[config.mk]
export PLATFORM = sky130hd
export DESIGN_NAME = srb_rem
export DESIGN_NICKNAME = d
export VERILOG_FILES = /design/src/hdl/srb_pkg.sv /design/src/hdl/srb_rem.sv
export SDC_FILE = /design/constraint.sdc
export NUM_CORES = 1
export LEC_CHECK = 0
export BUFFER_PORTS_ARGS = -buffer_cell sky130_fd_sc_hd__buf_2
export CAP_MARGIN = 20
export CELL_PAD_IN_SITES_DETAIL_PLACEMENT = 1
export CELL_PAD_IN_SITES_GLOBAL_PLACEMENT = 1
export CORE_UTILIZATION = 46
export CTS_CLUSTER_SIZE = 12
export DETAILED_ROUTE_END_ITERATION = 8
export HOLD_SLACK_MARGIN = 0.1
export PLACE_DENSITY = 0.93
export SKIP_LAST_GASP = 1
export SLEW_MARGIN = 20
export SYNTH_ARGS = -nofsm -noshare
export SYNTH_HDL_FRONTEND = slang
export SYNTH_SLANG_ARGS = --single-unit
export TNS_END_PERCENT = 5
[constraint.sdc]
create_clock -name i_clk -period 5 [get_ports i_clk]
set_input_delay 0.75 -clock i_clk [delete_from_list [all_inputs] [get_ports i_clk]]
set_output_delay 0.75 -clock i_clk [all_outputs]
set_load 0.01 [all_outputs]
[src/hdl/srb_pkg.sv]
package srb_pkg;

    localparam int DepthDef  = 1024;
    localparam int SampleW   = 16;
    localparam int IndexW    = 16;
    localparam int MagW      = IndexW + 1;
    localparam int IntervalW = 11;

    typedef enum logic {
        OP_WRITE = 1'b0,
        OP_READ  = 1'b1
    } t_op;

    // Status of the remainder unit as seen by the top level.
    typedef struct packed {
        logic                 busy;
        logic                 done;
        logic [IntervalW-1:0] rem;
    } t_rem_stat;

endpackage

[src/hdl/srb_rem.sv]
module srb_rem #(
    parameter int DIVIDEND_W = 11
) (
    input  logic                              i_clk,
    input  logic                              i_rst_n,
    input  logic                              i_start,
    input  logic [DIVIDEND_W-1:0]             i_dividend,
    input  logic [srb_pkg::IntervalW-1:0]     i_divisor,
    output srb_pkg::t_rem_stat                o_stat
);

    localparam int NW = $clog2(DIVIDEND_W + 1);
    localparam int RW = srb_pkg::IntervalW + 1;

    logic                              r_busy;
    logic [NW-1:0]                     r_cnt;
    logic [DIVIDEND_W-1:0]             r_dvd;
    logic [RW-1:0]                     r_rem;
    logic [srb_pkg::IntervalW-1:0]     r_div;
    logic [RW-1:0]                     trial;
    logic [RW-1:0]                     n_rem;

    // One quotient bit per cycle, restoring form.
    always_comb begin
        trial = {r_rem[srb_pkg::IntervalW-1:0], r_dvd[DIVIDEND_W-1]};
        if (trial >= {1'b0, r_div}) begin
            n_rem = trial - {1'b0, r_div};
        end else begin
            n_rem = trial;
        end
    end

    always_ff @(posedge i_clk) begin
        if (!i_rst_n) begin
            r_busy <= 1'b0;
            r_cnt  <= '0;
        end else if (i_start) begin
            r_busy <= 1'b1;
            r_cnt  <= NW'(DIVIDEND_W);
        end else if (r_busy) begin
            r_cnt <= r_cnt - NW'(1);
            if (r_cnt == NW'(1)) begin
                r_busy <= 1'b0;
            end
        end
    end

    always_ff @(posedge i_clk) begin
        if (i_start) begin
            r_dvd <= i_dividend;
            r_div <= i_divisor;
            r_rem <= '0;
        end else if (r_busy) begin
            r_dvd <= r_dvd << 1;
            r_rem <= n_rem;
        end
    end

    assign o_stat.busy = r_busy;
    assign o_stat.done = r_busy && (r_cnt == NW'(1));
    assign o_stat.rem  = n_rem[srb_pkg::IntervalW-1:0];

endmodule

# After elaboration in Yosys (flattened, before gate mapping)
# Cells that the tools add are included.
word_totals:
  input_bits: 25
  reg_bits: 38
  word_cells: 22
op_classes:
  n_bitwise: 1
  reduce_logical: 3
  eq_ne: 1
  n_addsub: 2
  n_mux: 8
  order_cmp: 1
op_table:
  columns: ["cell", "n"]
  rows:
  - ["$mux W11", 3]
  - ["$ge A12 B11 Y1", 1]
  - ["$sub A11 B11 Y11", 1]
  - ["$mux W4", 2]
  - ["$eq A4 B1 Y1 const B", 1]
  - ["$sub A4 B1 Y4 const B", 1]
  - ["$mux W1", 3]
  - ["$reduce_bool A2 Y1", 1]
  - ["$reduce_or A2 Y1", 1]
  - ["$logic_and A1 B1 Y1", 1]
  - ["$not A1 Y1", 1]

# Depth between registers and ports, before layout
# Gate-level depths: netlist of run 1.
depth:
  depth_word: 4
  depth_mapped: 11
  mapped_depth_nobuf: 9

# Worst setup path after synthesis of run 1
# Ideal clock, no wire load.
synth_path:
  kind: "register to output"
  start: "register r_dvd[10]"
  end: "output o_stat[10] (netlist name)"
  required_time_ns: 4.250
  arrival_time_ns: 2.089
  path_stages_with_launch: 12
  setup_slack_ns: 2.161
  path_cell_list: "edfxtp_1 inv_1 ha_1 fa_1 and2b_1 o21ai_0 nand4b_1 a21o_1 buf_6 buf_2 nor2_1 a21oi_1"
synth_lines:
  columns: ["element", "line_no", "rtl"]
  rows:
  - ["start: declaration", "srb_rem.sv:17", "logic [DIVIDEND_W-1:0] r_dvd;"]
  - ["start signal: assignment", "srb_rem.sv:50", "r_dvd <= i_dividend;"]
  - ["start signal: assignment", "srb_rem.sv:54", "r_dvd <= r_dvd << 1;"]
  - ["end: declaration", "srb_rem.sv:9", "output srb_pkg::t_rem_stat o_stat"]

==> impl_results.md, run 1 <==
- Setup Skew: between 0.01 and 0.015 ns
- Synthesized net count: 250
- Crit Path Class: reg -> out
- Worst r2r src: r_dvd[10]$_DFFE_PP_
- Start point of the worst hold path: r_rem[8]$_SDFFE_PP0P_
- Setup TNS: 0 ns
- Cell count after synthesis: 211
- Yosys top cell area share: about 30%
- Area Overhead vs Synth: 14.84%
- Global-route wire length before repair: 8.569 mm
- RSZ-0062 raised after global routing: false
- CTS tree: built
- Postcts setup bufs: 0
- I/O pin cnt: 38
- Sequential power share: a little over two fifths
- Status: finished with violations
- Fin nets: around 290
- Lkg Pwr: about 1.1 nW
- # rows: 24
- Total of max-cap violations: 0
- Remaining Overflow, GRT: 0
- Antenna-violating nets left: 0
- FFs w/ async S/R, synth: 0%
- Largest family of logic cells by synthesized area: compound AO/OA/AOI/OAI gates
- Die Span X: roughly 71 um
- CTS Sinks: 38
- Clock power share: between 30 and 40%
- Placed Area: roughly 2400 um^2
- Finished Layout Cells: roughly 300
- Avg Cell Area, Syn: about 10 um^2
- Hold slack: roughly 0.54 ns
- Yosys warns: 0
- Initial antenna violation count: 0
- Via count: 1727
- Relative slew slack: between 40% and 50%
- Setup Viol. Count Final: 0
- WL per Instance: ~18 um
- Total track usage: a little under a quarter
- Comb pwr share: a little over a quarter
- Post-synth cell types: between 40 and 50
- Worst Hold End: r_rem[8]$_SDFFE_PP0P_
- Clock buffer depth: 2
- NetSw: between 0.0002 and 0.0003 W
- Switching share of power: between 20 and 30%
- Crit Reg-Reg Endpoint: r_rem[5]$_SDFFE_PP0P_
- Main area contributors after synthesis: edfxtp_1, dfxtp_1, ha_1, mux2_2, inv_1
- Final Max Slew Viols: 0
- Sequential share of the synthesized area: 45.45%
- Largest net degree at the start of global routing: 30
- Antenna cells: 0
- DRT iter0 DRCs: between 100 and 150
- R2R Setup Slk: about 2.1 ns
- Final wirelength: around 5.3 mm
- CP Capture Type: primary output
- CTS Hold Bufs: 0
- Synth Area in Simple Gates: between 10% and 20%
- Drt drc: 6
- Design area: 2479 um^2
- Main synth FF type: edfxtp_1
- Min Tclk post-route: ~3.7 ns
- Dpl cells: a little under 300
- Post-synth top area cell: edfxtp_1
- Most frequent cells in the layout: buf_2, edfxtp_1, nor2_1, inv_1, dfxtp_1
- WHS Path Cells: 2
- Cell Pwr Density: 356.7 nW/um^2
- Period Utilization, post-route: between 70% and 80%
- P_int: about 0.00062 W
- Vias in the first global route: between 1500 and 2000
- CP Launch Point: r_dvd[10]$_DFFE_PP_
- Adder-Cell Fraction of Synth Area: between 8 and 9%
- Clk Latency, worst-skew pair: 0.30 ns
- First-pass iteration count of the detailed router: 6
- Number of synthesized flops with an enable pin: 22
- Post-cts resize count: 0
- Cell Area, Synth: roughly 2200 um^2
- Buffers on Ports: 37
- Commonest non-fill, non-tap cell in the layout: buf_2
- Worst Setup Start Kind: register
- Post-synthesis mux area share: 7.304%
- Final hold vios: 0
- Post-DP HPWL: 3.576 mm
- Die area: slightly below 5000 um^2
- Vias/cell: 5.776
- Xor/xnor share of the synthesized area: ~4.5%
- Fraction of layout cells with a size suffix above 1: roughly 26%
- Crit path max fanout: 19
- Worst EP required: 4.25 ns
- Initial Util: between 40% and 50%
- H-Tree Depth: 2
- Fmax: roughly 0.27 GHz
- Worst-Margin Slew: between 0.8 and 0.9 ns
- Synth Area in Compound Gates: between 10% and 20%
- Peak supply drop: 0.1885 mV
- Clock transition at path regs: roughly 0.08 ns
- Hold Path Class: reg -> reg
- Core footprint: between 4000 and 5000 um^2
- Root buffer cell: clkbuf_8
- Die Y: 70.50 um
- Crit path arrival time: roughly 3.0 ns
- Gpl congestion: between 0.8 and 0.9
- CTS Buf Count: 5
- Flops & latches, synth: 38
- R2r worst-path depth: 9
- Violated checks: design-rule violations
flip-flops by register name (all words and copies together) (netlist names):
register / cells
r_busy: 1
r_cnt: 4
r_div: 11
r_dvd: 11
r_rem: 11
synthesized netlist by cell type (3+ instances only):
cell,instances
a21boi_0,4
a21oi_1,13
a311oi_1,3
and3_1,5
clkbuf_1,6
dfxtp_1,16
edfxtp_1,22
ha_1,13
inv_1,18
mux2_2,10
mux2_4,3
nand2_1,15
nand3_1,3
nor2_1,18
o211a_1,3
o21a_1,3
o21ai_0,8
or2_2,3
xnor2_1,6
xor2_1,5
critical path, stage by stage, from the launching register on:
cell,delay [ns]
edfxtp_1,0.35
inv_1,0.06
ha_1,0.23
fa_1,0.40
and2b_1,0.25
o21ai_0,0.12
nand4b_1,0.20
a21o_1,0.57
mux2_4,0.36
buf_2,0.14
power by group through the flow:
stage | Combinational [W] | Sequential [W] | Clock [W]
after floorplan | 0.000167 | 0.000379 | 0
after global placement | 0.000214 | 0.000386 | 0
after detailed placement | 0.000224 | 0.000388 | 0
after CTS | 0.000232 | 0.000381 | 0.000276
after global routing | 0.000253 | 0.000385 | 0.000287
final | 0.000231 | 0.000381 | 0.000272
worst max path at each step:
| stage | endpoint |
|---|---|
| 5_1_grt | o_stat[6] |
| 2_1_floorplan | o_stat[10] |
| 3_3_place_gp | o_stat[6] |
| 6_report | o_stat[5] |
| 3_5_place_dp | o_stat[6] |
| 4_1_cts | o_stat[6] |
per-layer routing:
| layer | wire, um | share of wire [%] | vias to the layer above | track usage [%] |
|---|---|---|---|---|
| li1 | - | - | 828 | - |
| met1 | 2255 | 43 | 840 | 26.37 |
| met4 | 116 | 2.2 | 0 | 10.20 |
| met2 | 2666 | 50 | 45 | 40.45 |
| met5 | 0 | 0 | - | 0 |
| met3 | 248 | 4.7 | 14 | 5.339 |
cell families (layout without fill, tap and decap cells):
kind of cell	Yosys count	after routing
multiplexers	13	13
buffers and inverters	27	63
AND/OR/NAND/NOR	56	56
adder cells (fa/ha/maj)	14	14
flip-flops	38	38
XOR/XNOR	11	11
AO/OA/AOI/OAI	52	52
layout make-up:
type                       instances  area [um^2]
fill                             520         1966
timing repair buffer              37        185.2
clock buffer                       7        86.33
inverter                          18        67.56
tap                               52        65.06
multi-input combinational        146         1064
sequential                        38        980.9
clock inverter                     1        30.03
per-stage QoR:
stage / setup slack [ns] / power (W) / utilization [%]
floorplan: 2.162 / 0.0005457 / -
global placement: 1.746 / 0.0005998 / 53.15
detailed placement: 1.652 / 0.0006123 / 53.15
CTS: 1.258 / 0.0008894 / 55.77
global route: 1.125 / 0.0009248 / 55.77
finish: 1.270 / 0.0008841 / 55.77
Power figures use the tool's default switching activity.
==> run 2: changes to the inputs <==
--- a/config.mk
+++ b/config.mk
@@ -5,15 +5,16 @@
 export SDC_FILE = /design/constraint.sdc
 export NUM_CORES = 1
 export LEC_CHECK = 0
+export ABC_AREA = 1
 export BUFFER_PORTS_ARGS = -buffer_cell sky130_fd_sc_hd__buf_2
 export CAP_MARGIN = 20
 export CELL_PAD_IN_SITES_DETAIL_PLACEMENT = 1
 export CELL_PAD_IN_SITES_GLOBAL_PLACEMENT = 1
-export CORE_UTILIZATION = 46
+export CORE_UTILIZATION = 37
 export CTS_CLUSTER_SIZE = 12
 export DETAILED_ROUTE_END_ITERATION = 8
 export HOLD_SLACK_MARGIN = 0.1
-export PLACE_DENSITY = 0.93
+export PLACE_DENSITY = 0.85
 export SKIP_LAST_GASP = 1
 export SLEW_MARGIN = 20
 export SYNTH_ARGS = -nofsm -noshare
==> constraint.sdc (replaced) <==
create_clock -name i_clk -period 3.1 [get_ports i_clk]
set_input_delay 0.465 -clock i_clk [delete_from_list [all_inputs] [get_ports i_clk]]
set_output_delay 0.465 -clock i_clk [all_outputs]
set_load 0.01 [all_outputs]
==> run 2 against run 1 <==
The flow now finishes without violations. Synthesized cell count is 46% higher. Utilization is 11 points lower. Wire length is 4.6% higher. Sequential power is 53% higher. Sequential share of layout area is 3.4 points lower. Non-clock buffer count is 5 higher. Critical path type unchanged. Largest power group unchanged. Area after synthesis is 7.9% higher. Worst setup slack worse by 0.99 ns.
==> impl_results.md, run 2 <==
- Final hold vios: 0 (unchanged)
- Commonest non-fill, non-tap cell in the layout: nand2_1 (was buf_2)
- WHS Path Cells: 1 (was 2)
- Main area contributors after synthesis: edfxtp_1, nand2_1, dfxtp_1, inv_1, ha_1 (was edfxtp_1, dfxtp_1, ha_1, mux2_2, inv_1)
- Final Max Slew Viols: 0 (unchanged)
- DRT iter0 DRCs: 47 (was 125)
- Buffers on Ports: 37 (unchanged)
- Initial antenna violation count: 0 (unchanged)
- Min setup slack post-route: 0.2808 ns (was 1.270 ns)
- R2r worst-path depth: 2 (was 9)
- CP Capture Type: primary output (unchanged)
- Vias in the first global route: 2080 (was 1816)
- Min Tclk post-route: about 2.8 ns
- # rows: 28 (was 24)
- Die Span X: 81.33 um (was 70.50 um)
- Total track usage: 18.63% (was 22.91%)
- Relative slew slack: 30.94% (was 41.33%)
- Via count: 2041 (was 1727)
- Final wirelength: 5.528 mm (was 5.287 mm)
- Post-synth cell types: 33 (was 47)
- CTS Sinks: 38 (unchanged)
- Worst r2r src: r_busy$_SDFF_PN0_ (was r_dvd[10]$_DFFE_PP_)
- Flops & latches, synth: 38 (unchanged)
- CTS tree: built (unchanged)
- Global-route wire length before repair: 9.342 mm (was 8.569 mm)
- Setup Viol. Count Final: 0 (unchanged)
- Most Crowded Layer GR: met2 (unchanged)
- Area Overhead vs Synth: 16.44% (was 14.84%)
- Cell Area, Synth: 2328 um^2 (was 2158 um^2)
- Fmax: 0.3547 GHz
- Avg Cell Area, Syn: 7.560 um^2 (was 10.23 um^2)
- CTS Hold Bufs: 0 (unchanged)
- Postcts setup bufs: 0 (unchanged)
- Hold Path Class: in -> reg (was reg -> reg)
- Cell count after synthesis: 308 (was 211)
- Crit Reg-Reg Endpoint: r_dvd[7]$_DFFE_PP_ (was r_rem[5]$_SDFFE_PP0P_)
- Pwr Total: 0.001191 W (was 0.0008841 W)
- Number of synthesized flops with an enable pin: 22 (unchanged)
- Main synth FF type: edfxtp_1 (unchanged)
- Setup WS pre-CTS: 0.4440 ns (was 1.652 ns)
- CP Cell Sequence: inv_1 > ha_1 > fa_1 > inv_1 > nand2_2 > nand2_1 > nand2_2 > nand2_1 > nand2_2 > nand3_4 > buf_4 > nand3_2 > and2_1 > buf_2 (was inv_1 > ha_1 > fa_1 > and2b_1 > o21ai_0 > nand4b_1 > a21o_1 > mux2_4 > buf_2)
- Peak supply drop: 0.2732 mV (was 0.1885 mV)
- Worst-Margin Slew: 1.032 ns (was 0.8788 ns)
- Grt met2 use: 31.92% (was 40.45%)
- Crit Path Class: reg -> out (unchanged)
- Vias/cell: 4.791 (was 5.776)
- Crit path max fanout: 6 (was 19)
- Cell Pwr Density: 439.1 nW/um^2 (was 356.7 nW/um^2)
- Drt drc: 0 (was 6)
- Grt met1 use: 23.33% (was 26.37%)
- Largest net degree at the start of global routing: 28 (was 30)
- Antenna-violating nets left: 0 (unchanged)
- Yosys warns: 0 (unchanged)
- Period Utilization, post-route: a little over 90%
- Setup TNS: 0 ns (unchanged)
- Fin nets: 389 (was 285)
- Total of max-cap violations: 0 (unchanged)
- Post-cts resize count: 0 (unchanged)
- Worst Hold End: r_div[2]$_DFFE_PP_ (was r_rem[8]$_SDFFE_PP0P_)
- RSZ-0062 raised after global routing: false (unchanged)
- Worst Setup Start Kind: register (unchanged)
- CP max stage cell: fa_1 (was a21o_1)
- Initial Util: 38.87% (was 48.56%)
- Core footprint: 5991 um^2 (was 4444 um^2)
- Status: completed (was finished with violations)
- Gpl congestion: 0.8025 (was 0.8642)
- Commonest cells in the netlist: nand2_1, inv_1, edfxtp_1 (was edfxtp_1, inv_1, nor2_1)
- CP peak stage delay: 0.36 ns (was 0.57 ns)
- Layout fillers: 781 (was 520)
- Stages on worst setup path: 14 (was 9)
- Lkg Pwr: 1.454 nW (was 1.124 nW)
- Crit path arrival time: 2.35 ns (was 2.98 ns)
- Biggest regs: r_div: 11 flops, r_dvd: 11 flops, r_rem: 11 flops (unchanged)
- Die Y: 81.33 um (was 70.50 um)
- Met3 Resource Use GR: 3.596% (was 5.339%)
- FFs w/ async S/R, synth: 0% (unchanged)
- Synthesized net count: 347 (was 250)
- Clk Latency, worst-skew pair: 0.30 ns (about the same)
- Fraction of layout cells with a size suffix above 1: 21.65% (was 25.51%)
- Sequential share of the synthesized area: 42.13% (was 45.45%)
- WP buf/inv: 4 (was 2)
- Die area: 6615 um^2 (was 4970 um^2)
- I/O pin cnt: 38 (unchanged)
- Crit path max-delay family: simple AND/OR/NAND/NOR gates (was compound AO/OA/AOI/OAI gates)
- WL per Instance: 12.98 um (was 17.68 um)
- Post-synth top area cell: edfxtp_1 (unchanged)
- Root buffer cell: clkbuf_8 (unchanged)
- Post-DP HPWL: 4.238 mm (was 3.576 mm)
- Most frequent cells in the layout: nand2_1, inv_1, buf_2 (was buf_2, edfxtp_1, nor2_1, inv_1, dfxtp_1)
- Yosys top cell area share: 28.37% (was 30.61%)
- CTS Buf Count: 5 (unchanged)
- Most common cell on crit path: nand2_2
- Remaining Overflow, GRT: 0 (unchanged)
- Clock buffer depth: 2 (unchanged)
- Worst EP required: 2.63 ns (was 4.25 ns)
- R2R Setup Slk: 0.98 ns (was 2.14 ns)
- Antenna cells: 0 (unchanged)
- Start point of the worst hold path: i_divisor[2] (was r_rem[8]$_SDFFE_PP0P_)
- H-Tree Depth: 2 (unchanged)
- Most frequent cell after synthesis: nand2_1 (was edfxtp_1)
- Clock transition at path regs: 0.08 ns (about the same)
- Setup Skew: 0.01277 ns (was 0.01118 ns)
- First-pass iteration count of the detailed router: 4 (was 6)
==> run 2: how the worst max path moves through the flow <==
stage | endpoint | slack (ns) | from
final | o_stat[9] | 0.28 | r_dvd[10]$_DFFE_PP_
after global placement | o_stat[7] | 0.53 | r_dvd[10]$_DFFE_PP_
after detailed placement | o_stat[7] | 0.44 | r_dvd[10]$_DFFE_PP_
after CTS | o_stat[7] | 0.10 | r_dvd[10]$_DFFE_PP_
after global routing | o_stat[1] | 0.11 | r_dvd[10]$_DFFE_PP_
after floorplan | o_stat[7] | 0.82 | r_dvd[10]$_DFFE_PP_
==> run 2: metrics by stage <==
stage / utilization [%] / hold WS (ns) / std cells / area, um^2
2_1_floorplan: - / 0.4261 / 308 / 2328
3_3_place_gp: 42.98 / 0.4487 / 415 / 2575
3_5_place_dp: 42.98 / 0.4665 / 415 / 2575
4_1_cts: 44.88 / 0.3238 / 423 / 2689
5_1_grt: 45.26 / 0.3267 / 426 / 2711
6_report: 45.26 / 0.3407 / 426 / 2711
==> run 2: cell type report <==
type                       count  area [um^2]  share of cell area, %
clock buffer                   5        68.82                  2.538
clock inverter                 3        45.04                  1.661
inverter                      52        195.2                  7.199
multi-input combinational    211         1105                  40.75
sequential                    38        980.9                  36.18
tap                           75        93.84                  3.461
timing repair buffer          42        222.7                  8.214
==> run 2: per-layer routing <==
metal	share of wire, %	vias up
met4	1.3	0
met5	0	-
met1	48	971
li1	-	1036
met3	2.7	7
met2	48	27
==> run 2: cell families (layout without fill, tap and decap cells) <==
family / count (synthesis) / in the layout / synth area share (%)
adders and majority gates: 14 / 14 / 7.845
AOI/OAI and AO/OA: 11 / 11 / 3.063
DFF: 38 / 38 / 42.13
xor gates and xnor gates: 2 / 2 / 0.7524
buffers and inverters: 59 / 102 / 10.42
and+or+nand+nor: 184 / 184 / 35.79
==> run 2: power breakdown <==
group | switching, W | total [W] | leakage (nW) | internal, W
sequential | 0.0000126 | 0.000584 | 0.351 | 0.000572
clock | 0.000195 | 0.000434 | 0.0504 | 0.000240
combinational | 0.000110 | 0.000172 | 1.05 | 0.0000623
